==> src/hw/rtl/bnfs_pkg.sv <==
package bnfs_pkg;

    localparam int BLOCK_BYTES = 256;
    localparam int CHUNK       = 7;
    localparam int BITMAP_BITS = 37;
    localparam int ADDR_W      = $clog2(BLOCK_BYTES);
    localparam int FILL_W      = $clog2(BLOCK_BYTES + 1);
    localparam int MAX_FRAMES  = (BLOCK_BYTES + CHUNK - 1) / CHUNK;
    localparam int SEQ_W       = 6;

    // x / CHUNK as (x * DIV_MUL) >> DIV_SHIFT, exact for x up to a full block plus CHUNK.
    localparam int DIV_MUL     = 293;
    localparam int DIV_SHIFT   = 11;

    localparam logic [1:0] CMD_START = 2'd0;
    localparam logic [1:0] CMD_DATA  = 2'd1;
    localparam logic [1:0] CMD_END   = 2'd2;
    localparam logic [1:0] CMD_JUMP  = 2'd3;

    localparam logic [2:0] OP_BEGIN   = 3'd0;
    localparam logic [2:0] OP_BYTE    = 3'd1;
    localparam logic [2:0] OP_REPLY   = 3'd2;
    localparam logic [2:0] OP_TIMEOUT = 3'd3;
    localparam logic [2:0] OP_JUMP    = 3'd4;

    localparam logic [1:0] RK_ACK   = 2'd0;
    localparam logic [1:0] RK_NACK  = 2'd1;
    localparam logic [1:0] RK_ERROR = 2'd2;

    localparam logic [2:0] PH_IDLE       = 3'd0;
    localparam logic [2:0] PH_START_WAIT = 3'd1;
    localparam logic [2:0] PH_LOADING    = 3'd2;
    localparam logic [2:0] PH_BLOCK_WAIT = 3'd3;
    localparam logic [2:0] PH_END_WAIT   = 3'd4;
    localparam logic [2:0] PH_DONE       = 3'd5;
    localparam logic [2:0] PH_FAILED     = 3'd6;

    typedef struct packed {
        logic [2:0]  opcode;
        logic [7:0]  data_byte;
        logic [1:0]  reply_kind;
        logic [36:0] reply_bitmap;
    } t_in_word;

    typedef struct packed {
        logic [3:0] frame_len;
        logic [7:0] frame_byte_0;
        logic [7:0] frame_byte_1;
        logic [7:0] frame_byte_2;
        logic [7:0] frame_byte_3;
        logic [7:0] frame_byte_4;
        logic [7:0] frame_byte_5;
        logic [7:0] frame_byte_6;
        logic [7:0] frame_byte_7;
        logic       last_in_run;
        logic [2:0] phase;
    } t_out_word;

    // Job handed from the front part to the back part.
    typedef enum logic [1:0] {
        JOB_WORD,   // start or end frame with a 32-bit word
        JOB_JUMP,   // header-only jump frame
        JOB_BLOCK   // data frames of the block, selected by mask
    } t_job_kind;

    typedef struct packed {
        t_job_kind                kind;
        logic [1:0]               cmd;
        logic [31:0]              word;
        logic [MAX_FRAMES-1:0]    mask;
        logic [FILL_W-1:0]        fill;
        logic [2:0]               phase;
    } t_job;

    // Store write from front to back.
    typedef struct packed {
        logic              en;
        logic [ADDR_W-1:0] addr;
        logic [7:0]        data;
    } t_store_wr;

    function automatic logic [31:0] crc_byte(logic [31:0] c, logic [7:0] d);
        logic [31:0] x;
        x = c ^ {24'd0, d};
        for (int i = 0; i < 8; i++) begin
            x = x[0] ? ((x >> 1) ^ 32'hEDB88320) : (x >> 1);
        end
        return x;
    endfunction

endpackage

==> src/hw/rtl/bnfs_front.sv <==
module bnfs_front (
    input  logic               i_clk,
    input  logic               i_rst_n,
    input  logic               i_valid,
    output logic               o_ready,
    input  bnfs_pkg::t_in_word i_word,
    input  logic [31:0]        i_image_size,
    input  logic               i_q_ready,
    input  logic               i_back_idle,
    output logic               o_q_valid,
    output bnfs_pkg::t_job     o_job,
    output bnfs_pkg::t_store_wr o_wr
);
    import bnfs_pkg::*;

    logic [2:0]             r_phase;
    logic [FILL_W-1:0]      r_fill;
    logic [31:0]            r_acked;
    logic [31:0]            r_crc;
    logic [SEQ_W-1:0]       r_frames;

    logic [2:0]             n_phase;
    logic [FILL_W-1:0]      n_fill;
    logic [31:0]            n_acked;
    logic [31:0]            n_crc;
    logic [SEQ_W-1:0]       n_frames;

    logic                   accept;
    logic [31:0]            rem;
    logic [FILL_W:0]        fill_inc;
    logic [FILL_W+9:0]      frames_prod;
    logic [FILL_W+2:0]      frames_calc;
    logic                   ack;
    logic [MAX_FRAMES-1:0]  nack_mask;
    logic [MAX_FRAMES-1:0]  all_mask;
    t_job                   job;
    logic                   emit;

    // Hold off input while the queue cannot take a job; hold a byte until the
    // back part has finished every frame that still reads the store.
    assign o_ready = i_q_ready && ((i_word.opcode != OP_BYTE) || i_back_idle);
    assign accept  = i_valid && o_ready;
    assign rem      = i_image_size - r_acked;
    assign fill_inc = {1'b0, r_fill} + 1'b1;
    assign frames_prod = ((FILL_W + 10)'(fill_inc) + (FILL_W + 10)'(CHUNK - 1)) *
                         (FILL_W + 10)'(DIV_MUL);
    assign frames_calc = (FILL_W + 3)'(frames_prod >> DIV_SHIFT);
    assign ack = (i_word.opcode == OP_REPLY) && (i_word.reply_kind == RK_ACK);

    always_comb begin
        for (int s = 0; s < MAX_FRAMES; s++) begin
            all_mask[s]  = (s < int'(r_frames));
            nack_mask[s] = all_mask[s] &&
                           !((s < BITMAP_BITS) && i_word.reply_bitmap[s % BITMAP_BITS]);
        end
    end

    always_comb begin
        n_phase  = r_phase;
        n_fill   = r_fill;
        n_acked  = r_acked;
        n_crc    = r_crc;
        n_frames = r_frames;
        emit     = 1'b0;
        job      = '0;
        job.kind = JOB_WORD;
        o_wr     = '0;
        case (i_word.opcode)
            OP_BEGIN: begin
                n_fill   = '0;
                n_acked  = '0;
                n_crc    = '1;
                n_frames = '0;
                n_phase  = PH_START_WAIT;
                emit     = 1'b1;
                job.cmd  = CMD_START;
                job.word = i_image_size;
            end
            OP_BYTE: begin
                if (r_phase == PH_LOADING) begin
                    o_wr.en   = (r_fill < FILL_W'(BLOCK_BYTES));
                    o_wr.addr = r_fill[ADDR_W-1:0];
                    o_wr.data = i_word.data_byte;
                    n_fill    = fill_inc[FILL_W-1:0];
                    n_crc     = crc_byte(r_crc, i_word.data_byte);
                    if ({{(32-FILL_W-1){1'b0}}, fill_inc} >=
                        ((rem < 32'(BLOCK_BYTES)) ? rem : 32'(BLOCK_BYTES))) begin
                        n_frames = frames_calc[SEQ_W-1:0];
                        n_phase  = PH_BLOCK_WAIT;
                        emit     = 1'b1;
                        job.kind = JOB_BLOCK;
                        for (int s = 0; s < MAX_FRAMES; s++) begin
                            job.mask[s] = (s < int'(frames_calc));
                        end
                        job.fill = fill_inc[FILL_W-1:0];
                    end
                end
            end
            OP_REPLY, OP_TIMEOUT: begin
                case (r_phase)
                    PH_START_WAIT: begin
                        if (!ack) begin
                            n_phase = PH_FAILED;
                        end else if (i_image_size == '0) begin
                            n_phase  = PH_END_WAIT;
                            emit     = 1'b1;
                            job.cmd  = CMD_END;
                            job.word = ~r_crc;
                        end else begin
                            n_phase = PH_LOADING;
                        end
                    end
                    PH_BLOCK_WAIT: begin
                        if (i_word.opcode == OP_TIMEOUT) begin
                            if (r_frames != '0) begin
                                emit     = 1'b1;
                                job.kind = JOB_BLOCK;
                                job.fill = r_fill;
                                for (int s = 0; s < MAX_FRAMES; s++) begin
                                    job.mask[s] = (s == int'(r_frames) - 1);
                                end
                            end
                        end else if (i_word.reply_kind == RK_ACK) begin
                            n_acked  = r_acked + 32'(r_fill);
                            n_fill   = '0;
                            n_frames = '0;
                            if (n_acked >= i_image_size) begin
                                n_phase  = PH_END_WAIT;
                                emit     = 1'b1;
                                job.cmd  = CMD_END;
                                job.word = ~r_crc;
                            end else begin
                                n_phase = PH_LOADING;
                            end
                        end else if (i_word.reply_kind == RK_NACK) begin
                            emit     = (nack_mask != '0);
                            job.kind = JOB_BLOCK;
                            job.fill = r_fill;
                            job.mask = nack_mask;
                        end else if (i_word.reply_kind == RK_ERROR) begin
                            n_phase = PH_FAILED;
                        end
                    end
                    PH_END_WAIT: n_phase = ack ? PH_DONE : PH_FAILED;
                    default: ;
                endcase
            end
            OP_JUMP: begin
                if (r_phase == PH_DONE) begin
                    emit     = 1'b1;
                    job.kind = JOB_JUMP;
                    job.cmd  = CMD_JUMP;
                end
            end
            default: ;
        endcase
        job.phase = n_phase;
        if (!accept) begin
            o_wr.en = 1'b0;
        end
    end

    assign o_q_valid = accept && emit;
    assign o_job     = job;

    always_ff @(posedge i_clk) begin
        if (!i_rst_n) begin
            r_phase  <= PH_IDLE;
            r_fill   <= '0;
            r_acked  <= '0;
            r_crc    <= '1;
            r_frames <= '0;
        end else if (accept) begin
            r_phase  <= n_phase;
            r_fill   <= n_fill;
            r_acked  <= n_acked;
            r_crc    <= n_crc;
            r_frames <= n_frames;
        end
    end

endmodule

==> src/hw/rtl/bnfs_queue.sv <==
module bnfs_queue (
    input  logic           i_clk,
    input  logic           i_rst_n,
    input  logic           i_valid,
    output logic           o_ready,
    input  bnfs_pkg::t_job i_job,
    output logic           o_valid,
    input  logic           i_ready,
    output bnfs_pkg::t_job o_job
);
    import bnfs_pkg::*;

    t_job       r_mem [2];
    logic       r_wp;
    logic       r_rp;
    logic [1:0] r_cnt;

    logic push;
    logic pop;

    assign o_ready = (r_cnt != 2'd2);
    assign o_valid = (r_cnt != 2'd0);
    assign o_job   = r_mem[r_rp];
    assign push    = i_valid && o_ready;
    assign pop     = o_valid && i_ready;

    always_ff @(posedge i_clk) begin
        if (push) begin
            r_mem[r_wp] <= i_job;
        end
    end

    always_ff @(posedge i_clk) begin
        if (!i_rst_n) begin
            r_wp  <= 1'b0;
            r_rp  <= 1'b0;
            r_cnt <= 2'd0;
        end else begin
            if (push) r_wp <= ~r_wp;
            if (pop)  r_rp <= ~r_rp;
            r_cnt <= r_cnt + 2'(push) - 2'(pop);
        end
    end

endmodule

==> src/hw/rtl/bnfs_back.sv <==
module bnfs_back (
    input  logic                i_clk,
    input  logic                i_rst_n,
    input  logic                i_q_valid,
    output logic                o_q_ready,
    input  bnfs_pkg::t_job      i_job,
    input  bnfs_pkg::t_store_wr i_wr,
    output logic                o_valid,
    input  logic                i_ready,
    output bnfs_pkg::t_out_word o_word
);
    import bnfs_pkg::*;

    typedef enum logic [1:0] {
        S_IDLE,
        S_READ,
        S_EMIT
    } t_state;

    logic [7:0]              r_store [BLOCK_BYTES];
    t_state                  r_state;
    t_job                    r_job;
    logic [SEQ_W-1:0]        r_seq;
    logic [2:0]              r_byte;
    logic [7:0]              r_buf [CHUNK];
    logic [7:0]              r_rdata;
    logic                    r_rd_pend;
    logic                    r_ovalid;
    t_out_word               r_out;

    logic [ADDR_W-1:0]       raddr;
    logic [FILL_W+3:0]       off;
    logic [FILL_W+3:0]       flen_raw;
    logic [3:0]              flen;
    logic [MAX_FRAMES-1:0]   rest_mask;
    logic                    more;
    logic [SEQ_W-1:0]        next_seq;
    logic [SEQ_W-1:0]        first_seq;
    logic                    out_free;
    t_out_word               frame;

    assign o_valid   = r_ovalid;
    assign o_word    = r_out;
    assign out_free  = !r_ovalid || i_ready;
    assign o_q_ready = (r_state == S_IDLE);

    assign off = (FILL_W + 4)'(r_seq) * (FILL_W + 4)'(CHUNK);
    assign raddr = ADDR_W'(off + (FILL_W + 4)'(r_byte));
    always_comb begin
        flen_raw = '0;
        if (off < (FILL_W + 4)'(r_job.fill)) begin
            flen_raw = (FILL_W + 4)'(r_job.fill) - off;
        end
        flen = (flen_raw > (FILL_W + 4)'(CHUNK)) ? 4'(CHUNK) : flen_raw[3:0];
    end

    // Frames of the mask after the current one.
    always_comb begin
        next_seq = r_seq;
        for (int s = MAX_FRAMES - 1; s >= 0; s--) begin
            rest_mask[s] = r_job.mask[s] && (s > int'(r_seq));
            if (rest_mask[s]) next_seq = SEQ_W'(s);
        end
        more = (rest_mask != '0);
    end

    // First frame of an incoming job.
    always_comb begin
        first_seq = '0;
        for (int s = MAX_FRAMES - 1; s >= 0; s--) begin
            if (i_job.mask[s]) first_seq = SEQ_W'(s);
        end
    end

    always_comb begin
        frame       = '0;
        frame.phase = r_job.phase;
        case (r_job.kind)
            JOB_WORD: begin
                frame.frame_len    = 4'd5;
                frame.frame_byte_0 = {r_job.cmd, 6'd0};
                frame.frame_byte_1 = r_job.word[7:0];
                frame.frame_byte_2 = r_job.word[15:8];
                frame.frame_byte_3 = r_job.word[23:16];
                frame.frame_byte_4 = r_job.word[31:24];
                frame.last_in_run  = 1'b1;
            end
            JOB_JUMP: begin
                frame.frame_len    = 4'd1;
                frame.frame_byte_0 = {r_job.cmd, 6'd0};
                frame.last_in_run  = 1'b1;
            end
            default: begin
                frame.frame_len    = flen + 4'd1;
                frame.frame_byte_0 = {CMD_DATA, r_seq};
                frame.frame_byte_1 = (flen > 4'd0) ? r_buf[0] : 8'd0;
                frame.frame_byte_2 = (flen > 4'd1) ? r_buf[1] : 8'd0;
                frame.frame_byte_3 = (flen > 4'd2) ? r_buf[2] : 8'd0;
                frame.frame_byte_4 = (flen > 4'd3) ? r_buf[3] : 8'd0;
                frame.frame_byte_5 = (flen > 4'd4) ? r_buf[4] : 8'd0;
                frame.frame_byte_6 = (flen > 4'd5) ? r_buf[5] : 8'd0;
                frame.frame_byte_7 = (flen > 4'd6) ? r_buf[6] : 8'd0;
                frame.last_in_run  = !more;
            end
        endcase
    end

    // Store: write from the front, one registered read.
    always_ff @(posedge i_clk) begin
        if (i_wr.en) begin
            r_store[i_wr.addr] <= i_wr.data;
        end
        r_rdata <= r_store[raddr];
    end

    always_ff @(posedge i_clk) begin
        if (!i_rst_n) begin
            r_state   <= S_IDLE;
            r_ovalid  <= 1'b0;
            r_rd_pend <= 1'b0;
        end else begin
            if ((r_state == S_EMIT) && out_free) begin
                r_ovalid <= 1'b1;
            end else if (r_ovalid && i_ready) begin
                r_ovalid <= 1'b0;
            end
            case (r_state)
                S_IDLE: begin
                    r_rd_pend <= 1'b0;
                    if (i_q_valid) begin
                        r_job  <= i_job;
                        r_seq  <= first_seq;
                        r_byte <= '0;
                        if (i_job.kind == JOB_BLOCK) begin
                            r_state <= S_READ;
                        end else begin
                            r_state <= S_EMIT;
                        end
                    end
                end
                S_READ: begin
                    // Walk the chunk one byte a cycle through the read port.
                    if (r_rd_pend) begin
                        r_buf[r_byte - 3'd1] <= r_rdata;
                    end
                    if ({1'b0, r_byte} < flen) begin
                        r_rd_pend <= 1'b1;
                        r_byte    <= r_byte + 3'd1;
                    end else begin
                        r_rd_pend <= 1'b0;
                        r_state   <= S_EMIT;
                    end
                end
                S_EMIT: begin
                    if (out_free) begin
                        r_out <= frame;
                        if ((r_job.kind == JOB_BLOCK) && more) begin
                            r_byte  <= '0;
                            r_seq   <= next_seq;
                            r_state <= S_READ;
                        end else begin
                            r_state <= S_IDLE;
                        end
                    end
                end
                default: r_state <= S_IDLE;
            endcase
        end
    end

endmodule

==> src/hw/rtl/block_nack_firmware_sender.sv <==
// Block-acknowledged firmware sender. Write image_size, then send a begin word;
// each accepted word is classified at once by the front part, which keeps the
// phase, fill count, acked count and running CRC-32 and writes firmware bytes
// into a 256-byte block store. Frame work goes through a two-entry job queue
// to the back part, which builds the 8-byte frames: start, end and jump frames
// are built once the job has been taken, and for a data frame its up to 7
// payload bytes are first read one per cycle from the single store read port,
// and then the frame is built. A full block has 37 frames. A firmware byte
// that fills no block is taken once the back part is idle. Input stalls while
// the job queue is full, and a firmware byte also waits until the back part
// has finished all queued frame work, since the store holds only one block.
// Frames appear in order, with last_in_run marking the final frame an input
// word causes and phase giving the phase after it.
module block_nack_firmware_sender (
    input  logic                i_clk,
    input  logic                i_rst_n,
    input  logic                i_valid,
    output logic                o_ready,
    input  bnfs_pkg::t_in_word  i_word,
    output logic                o_valid,
    input  logic                i_ready,
    output bnfs_pkg::t_out_word o_word,
    input  logic                i_cfg_valid,
    output logic                o_cfg_ready,
    input  logic [31:0]         i_cfg_data
);
    import bnfs_pkg::*;

    logic [31:0] r_image_size;
    logic        q_in_ready;
    logic        q_in_valid;
    t_job        q_in_job;
    logic        q_out_valid;
    logic        q_out_ready;
    t_job        q_out_job;
    t_store_wr   store_wr;
    logic        back_idle;

    // Take register writes at any time.
    assign o_cfg_ready = 1'b1;

    // Back part is idle with nothing queued: the store is free for new bytes.
    assign back_idle = !q_out_valid && q_out_ready;

    always_ff @(posedge i_clk) begin
        if (!i_rst_n) begin
            r_image_size <= '0;
        end else if (i_cfg_valid) begin
            r_image_size <= i_cfg_data;
        end
    end

    bnfs_front u_front (
        .i_clk        (i_clk),
        .i_rst_n      (i_rst_n),
        .i_valid      (i_valid),
        .o_ready      (o_ready),
        .i_word       (i_word),
        .i_image_size (r_image_size),
        .i_q_ready    (q_in_ready),
        .i_back_idle  (back_idle),
        .o_q_valid    (q_in_valid),
        .o_job        (q_in_job),
        .o_wr         (store_wr)
    );

    bnfs_queue u_queue (
        .i_clk   (i_clk),
        .i_rst_n (i_rst_n),
        .i_valid (q_in_valid),
        .o_ready (q_in_ready),
        .i_job   (q_in_job),
        .o_valid (q_out_valid),
        .i_ready (q_out_ready),
        .o_job   (q_out_job)
    );

    bnfs_back u_back (
        .i_clk     (i_clk),
        .i_rst_n   (i_rst_n),
        .i_q_valid (q_out_valid),
        .o_q_ready (q_out_ready),
        .i_job     (q_out_job),
        .i_wr      (store_wr),
        .o_valid   (o_valid),
        .i_ready   (i_ready),
        .o_word    (o_word)
    );

endmodule
==> config.mk <==
export PLATFORM = sky130hd
export DESIGN_NAME = block_nack_firmware_sender
export DESIGN_NICKNAME = d
export VERILOG_FILES = /design/src/hw/rtl/bnfs_pkg.sv /design/src/hw/rtl/bnfs_front.sv /design/src/hw/rtl/bnfs_queue.sv /design/src/hw/rtl/bnfs_back.sv /design/src/hw/rtl/block_nack_firmware_sender.sv
export SDC_FILE = /design/constraint.sdc
export NUM_CORES = 2
export LEC_CHECK = 0
export BUFFER_PORTS_ARGS = -buffer_cell sky130_fd_sc_hd__buf_2
export CELL_PAD_IN_SITES_DETAIL_PLACEMENT = 0
export CELL_PAD_IN_SITES_GLOBAL_PLACEMENT = 1
export CORE_MARGIN = 5
export CORE_UTILIZATION = 53
export DETAILED_ROUTE_END_ITERATION = 8
export MAX_ROUTING_LAYER = met4
export PLACE_DENSITY_LB_ADDON = 0.1
export RECOVER_POWER = 100
export SETUP_SLACK_MARGIN = 0.1
export SLEW_MARGIN = 30
export SYNTH_ARGS = -nofsm -noshare
export SYNTH_HDL_FRONTEND = slang
export SYNTH_SLANG_ARGS = --single-unit
==> constraint.sdc <==
create_clock -name i_clk -period 27 [get_ports i_clk]
set_input_delay 1.35 -clock i_clk [delete_from_list [all_inputs] [get_ports i_clk]]
set_output_delay 1.35 -clock i_clk [all_outputs]
set_load 0.02 [all_outputs]
# After elaboration in Yosys (flattened, before gate mapping)
# Memory sizes are Yosys's and may differ from the RTL's. A register that Yosys moved wholly into a read port is not among the register bits.
# Cells that the tools add are included.
# W data, S select, Z words.
# totals
ram_bits	2274
ff_bits	264
word_cells	593
mem_count	3
input_bits	87
out_inout_bits	75
# op_classes
n_addsub	12
mux	188
magnitude_cmp	124
bitwise	15
reduce_logical	156
mul	2
eq_ne	65
# memory_table
memory	depth	word_bits	read_ports	rd_ports_with_merged_regs	wr	line	source
u_back.r_store	256	8	1	1	1	bnfs_back.sv:20	logic [7:0] r_store [BLOCK_BYTES];
u_queue.r_mem	2	85	1	1	1	bnfs_queue.sv:13	t_job r_mem [2];
u_back.r_buf	7	8	7	3	1	bnfs_back.sv:25	logic [7:0] r_buf [CHUNK];
# ops
operator	n
$eq A6 B32 Y1 const A	16
$mux W6	81
$mux W32	13
$mux W46	7
$eq A5 B32 Y1 const A	8
$pmux W32 S2	4
$mux W34	5
$eq A7 B32 Y1 const A	5
$eq A4 B32 Y1 const A	4
$lt A5 B8 Y1 const A	16
$not A13 Y14	8
$gt A5 B6 Y1 const A	16
$lt A5 B6 Y1 const A	16
$pmux W46 S2	1
$logic_and A1 B1 Y1	83
$pmux W34 S2	1
$eq A3 B32 Y1 const A	2
$logic_not A32 Y1	2
$lt A4 B8 Y1 const A	8
$gt A4 B6 Y1 const A	8
$lt A4 B6 Y1 const A	8
$mux W3	14
$logic_not A1 Y1	40
$lt A6 B8 Y1 const A	5
other kinds (78)	191

# Longest topological paths before layout
# logic_depth
depth_word	41
mapped_depth	27

# Hierarchy
# From an unflattened synthesis, not the netlist that was laid out.
# hier_totals
hier_cells	6276
area_unflattened_um2	109443.7
# by_module_without_submodules
module	seq_area_each_um2	cells_each	n_inst	area_per_inst_um2
bnfs_back	68375.6	4208	1	89890.0
bnfs_front	1641.6	1674	1	11917.7
bnfs_queue	5205.0	288	1	6374.9
block_nack_firmware_sender	640.6	106	1	1261.2

# Worst setup path after synthesis
# Ideal clock, no wire load.
# synth_timing
kind	register -> register
start	register r_image_size[0]
end	memory u_queue.r_mem[0][0] in the netlist's numbering, enable pin
arrival_ns	8.156
required_time_ns	26.469
period_less_slack_ns	8.687
path_stages_with_launch	23
path_slack_ns	18.313
path_buffers	0
cell_sequence	dfxtp_1 > inv_1 > ha_1 > inv_1 > fa_1 > a21o_2 > a2111oi_4 > a211oi_1 > or3_1 > a2111o_1 > a211oi_2 > nand4_2 > nor4_4 > and3b_1 > ha_1 > nand2b_1 > a2111oi_0 > nor4_1 > o221ai_1 > a21o_1 > o311ai_0 > o221ai_1 > nor2_1
# synth_via
elab_chain_len	11
elab_cells_between_ends	19
classes_between	1 x add/sub; 3 x order compare; 12 x mux; 3 x reduce/logical
# synth_lines
item	line	source
start, declared	block_nack_firmware_sender.sv:29	logic [31:0] r_image_size;
start signal, assigned	block_nack_firmware_sender.sv:49	r_image_size <= i_cfg_data;
$sub A32 B32 Y32	bnfs_front.sv:43	assign rem = i_image_size - r_acked;
$lt A32 B9 Y1	bnfs_front.sv:87	((rem < 32'(BLOCK_BYTES)) ? rem : 32'(BLOCK_BYTES))) begin
$mux W32	bnfs_front.sv:87	
$ge A10 B32 Y1	bnfs_front.sv:86	if ({{(32-FILL_W-1){1'b0}}, fill_inc} >=
$mux W1	bnfs_front.sv:86	
$mux W1	bnfs_front.sv:80	if (r_phase == PH_LOADING) begin
$pmux W1 S4 (*)	bnfs_front.sv:68	case (i_word.opcode)
$logic_and A1 B1 Y1 (*)	bnfs_front.sv:163	assign o_q_valid = accept && emit;
$logic_and A1 B1 Y1 (*)	bnfs_queue.sv:24	assign push = i_valid && o_ready;
$mux W1 (*)	bnfs_queue.sv:28	if (push) begin
$mux W1 (not written as such) (*)	bnfs_queue.sv:29	r_mem[r_wp] <= i_job;
end, declared	bnfs_queue.sv:13	
# Mark *: on every way between the ends. The rest lies on a longest branch, timed or not.

# Final worst setup path
# layout_timing
start	register u_back.r_seq[0]
end	register u_back.r_rdata[2], read port of u_back.r_store
# layout_via
elab_chain_len	2
# layout_lines
item	line	source
start, declared	bnfs_back.sv:23	logic [SEQ_W-1:0] r_seq;
start signal, assigned	bnfs_back.sv:132	r_seq <= first_seq;
start signal, assigned	bnfs_back.sv:159	r_seq <= next_seq;
$mul A6 B3 Y9	bnfs_back.sv:47	assign off = (FILL_W + 4)'(r_seq) * (FILL_W + 4)'(CHUNK);
$add A8 B3 Y8	bnfs_back.sv:48	assign raddr = ADDR_W'(off + (FILL_W + 4)'(r_byte));
end, declared	bnfs_back.sv:26	logic [7:0] r_rdata;
# No other way between the ends.
# A chain may end at the register's enable or synchronous reset.

==> results_dict.tcl <==
set metrics [dict create \
    status "finished with violations" \
    violations "max-capacitance violations, max-slew violations" \
    ys_seq_area_frac 0.698 \
    p_leak_nw 44.0 \
    swShare 0.327 \
    min_to "u_back.o_word[0]$_DFFE_PP_" \
    hold_viol 0 \
    max_freq_mhz 61.5 \
    dpl.hpwl_um 179000 \
    overflow 0 \
    drtIter0Drc 7187 \
    endpoint_kind "flip-flop" \
    cts_tree "yes" \
    reg2reg_to "u_back.r_rdata[2]$_DFF_P_" \
    final_antenna_net_count 0 \
    avgSynthCellArea_um2 17.5 \
    grt_use_total 0.269 \
    fin_util 0.591 \
    cts_buffers 283 \
    crit_arrival_ns 17.03 \
    power_density_mw_per_mm2 97.8 \
    synth.distinct_cells 101 \
    fin_ws_ns 10.73 \
    p_int_mw 7.95 \
    tns_ns 0 \
    power_frac_comb 0.312 \
    reg2regPathDepth 13 \
    fin_nets 6740 \
    synth_edf_count 2439 \
    slew_headroom -4.36 \
    die-area_mm2 0.214 \
    critical_path_class "reg -> reg" \
    worstSetupStartpointType "flip-flop" \
    grt_use_met2 0.402 \
    clk_latency_ns 0.95 \
    dpl.cell_count 8844 \
    numPortBuffers 160 \
    yosys_warnings 0 \
    synth_area_mm2 0.109 \
    cts_root_buf "clkbuf_16" \
    postCtsSetupBuffers 0 \
    routed_wirelength_um 283000 \
    wire_per_inst_um 30.3 \
    ys_ff_latch 2570 \
    hp-start "u_back.frame[0]$_DFFE_PP_" \
    htreeDepth 5 \
    fin_crit_sh 0.602 \
    maxCapViolations 60 \
    p_clk_frac 0.308 \
    power.switching_mw 3.87 \
    max_slew.worst_pin.slew_ns 8.04 \
    rsz0062_at_grt "no" \
    power_frac_seq 0.380 \
    cts_buffer_depth 4 \
    holdPathStages 0 \
    crit_fanout 71 \
    vias 59017 \
    finClkSkew_ns 0.0804 \
    dieHeight_um 463 \
    crit_required_ns 27.77 \
    dp_slack_ns 19.10 \
    dieWidth_um 463 \
    rows 166 \
    synth_flop_cell "edfxtp_1" \
    area_growth_pct 11.2 \
    busiest_layer "met2" \
    drt-pass1-iter-count 6 \
    period_needed_ns 16.27 \
    clk_pin_slew_ns 0.06 \
    drive_gt1_frac 0.187 \
    initial_utilization 0.532 \
    antenna_found_initial 10 \
    ctsHoldBuffers 0 \
    grt_pass1_vias 58625 \
    crit_path_start "u_back.r_seq[0]$_DFFE_PP_" \
    grt_max_degree 173 \
    slew_violations 3037 \
    place_congestion 0.935 \
    power_mw 11.8 \
    post_cts_resize_count 0 \
    syn_inst 6199 \
    hp-class "reg -> reg" \
    cts.sinks 2570 \
    met1_usage 0.394 \
    reg2reg_from "u_back.r_seq[0]$_DFFE_PP_" \
    fillers 15318 \
    async_flop_share 0 \
    drcViolationCount 0 \
    grt_pass1_wl_um 412000 \
    rrSetupSlack_ns 10.73 \
    finalSetupViolations 0 \
    ir_worst_vdd_v 0.000280 \
    core_mm2 0.204 \
    finalNonFillerCells 9336 \
    avgViaCountPerCell 6.32 \
    use_met3 0.0479 \
    io_pins 162 \
]
## layer usage
layer | vias up | wire length, µm
met4 | 0 | 6640
met1 | 30826 | 121000
li1 | 25329 | -
met5 | - | 0
met3 | 409 | 22800
met2 | 2453 | 132000
## critical path, stage by stage, from the launching register on
cell and delay, ns:
edfxtp_1 0.70, inv_1 0.18, ha_1 0.42, inv_1 0.11, fa_4 1.24, clkbuf_1 2.52
clkbuf_1 3.20, clkbuf_1 2.88, clkbuf_1 2.68, mux4_2 0.50, mux4_2 0.54, mux4_2 0.56
o22ai_1 0.22, nor4_1 0.08
## how the worst max path moves through the flow
stage	endpoint	slack (ns)	cells after the start
global route	u_back.r_rdata[2]$_DFF_P_	9.73	13
detailed placement	u_back.r_rdata[2]$_DFF_P_	19.10	13
finish	u_back.r_rdata[2]$_DFF_P_	10.73	13
floorplan	u_queue.r_mem[0][0]$_DFFE_PP_	18.31	22
CTS	u_back.r_rdata[2]$_DFF_P_	19.07	13
global placement	u_back.r_rdata[1]$_DFF_P_	18.87	13
## cell usage after synthesis (85+ instances only)
cell,count,share of area
dfxtp_1,131,0.024
o21ai_0,195,0.0090
ha_1,184,0.021
nand3_1,120,0.0055
mux4_2,648,0.13
edfxtp_1,2439,0.67
nor2_1,424,0.015
nand2_1,324,0.011
inv_1,165,0.0057
clkbuf_1,216,0.0075
nor2b_1,85,0.0049
a21oi_1,141,0.0065
xnor2_1,113,0.0091
## power groups by stage
stage / Sequential, mW / Clock (mW) / Combinational (mW)
finish: 4.49 / 3.64 / 3.69
global route: 4.49 / 3.88 / 3.90
CTS: 4.48 / 3.70 / 3.67
detailed placement: 4.57 / 0 / 3.66
global placement: 4.57 / 0 / 3.67
floorplan: 4.54 / 0 / 2.43
## metrics by stage
stage                     cell area (µm²)  hold slack [ns]
final                              121000            0.424
after global routing               121000            0.434
after CTS                          121000            0.416
after detailed placement           113000            0.411
after global placement             113000            0.409
after floorplan                    109000            0.400
## sequential cells by signal (all words and copies together) (netlist names), named ones only
| register | cells |
|---|---|
| u_back.r_job | 81 |
| u_queue.r_wp | 1 |
| u_front.r_crc | 32 |
| u_front.r_fill | 9 |
| u_back.r_byte | 3 |
| u_back.r_rdata | 8 |
| r_image_size | 32 |
| u_back.o_word | 72 |
| u_queue.r_rp | 1 |
| u_back.r_seq | 6 |
| u_back.o_valid | 1 |
| u_front.r_frames | 6 |
| u_back.r_buf | 56 |
| u_queue.r_cnt | 2 |
| u_front.r_phase | 3 |
| u_back.frame | 3 |
| u_front.r_acked | 32 |
| u_back.r_rd_pend | 1 |
| u_back.r_store | 2048 |
| u_queue.r_mem | 170 |
| u_back.r_state | 2 |
## cells in the final DEF, fill, tap and decap left out, types with 46 or more instances in the layout
master	Yosys	layout
a21oi_1	141	140
edfxtp_1	2439	2439
clkbuf_1	216	206
mux2i_1	46	46
clkinv_1	1	52
nor2_1	424	422
clkbuf_16	0	290
mux4_2	648	648
inv_1	165	165
nor3_1	77	72
dfxtp_1	131	131
nand3_1	120	120
buf_2	45	83
xnor2_1	113	106
and3_1	53	52
nand2_1	324	323
nor2b_1	85	85
o21ai_0	195	195
ha_1	184	183
## cell families (layout without fill, tap and decap cells)
group                      Yosys count  in the layout  share of synthesized area
muxes                              774            774                      0.147
adders and majority gates          207            207                     0.0252
DFF                               2570           2570                      0.698
buffers and inverters              469            912                     0.0168
and+or+nand+nor                   1298           1298                     0.0563
other                                2              8                  0.0000691
xor gates and xnor gates           160            160                     0.0130
AOI/OAI and AO/OA                  719            719                     0.0435
## layout make-up
type / count / area, µm² / share of cell area
tap: 2688 / 3360 / 0.0278
timing repair buffer: 263 / 1340 / 0.0111
multi-input combinational: 3163 / 31100 / 0.257
inverter: 167 / 627 / 0.00519
antenna: 3 / 7.51 / 0.0000621
clock buffer: 362 / 7570 / 0.0626
sequential: 2570 / 75900 / 0.628
clock inverter: 120 / 1040 / 0.00857
Power figures use the tool's default switching activity.
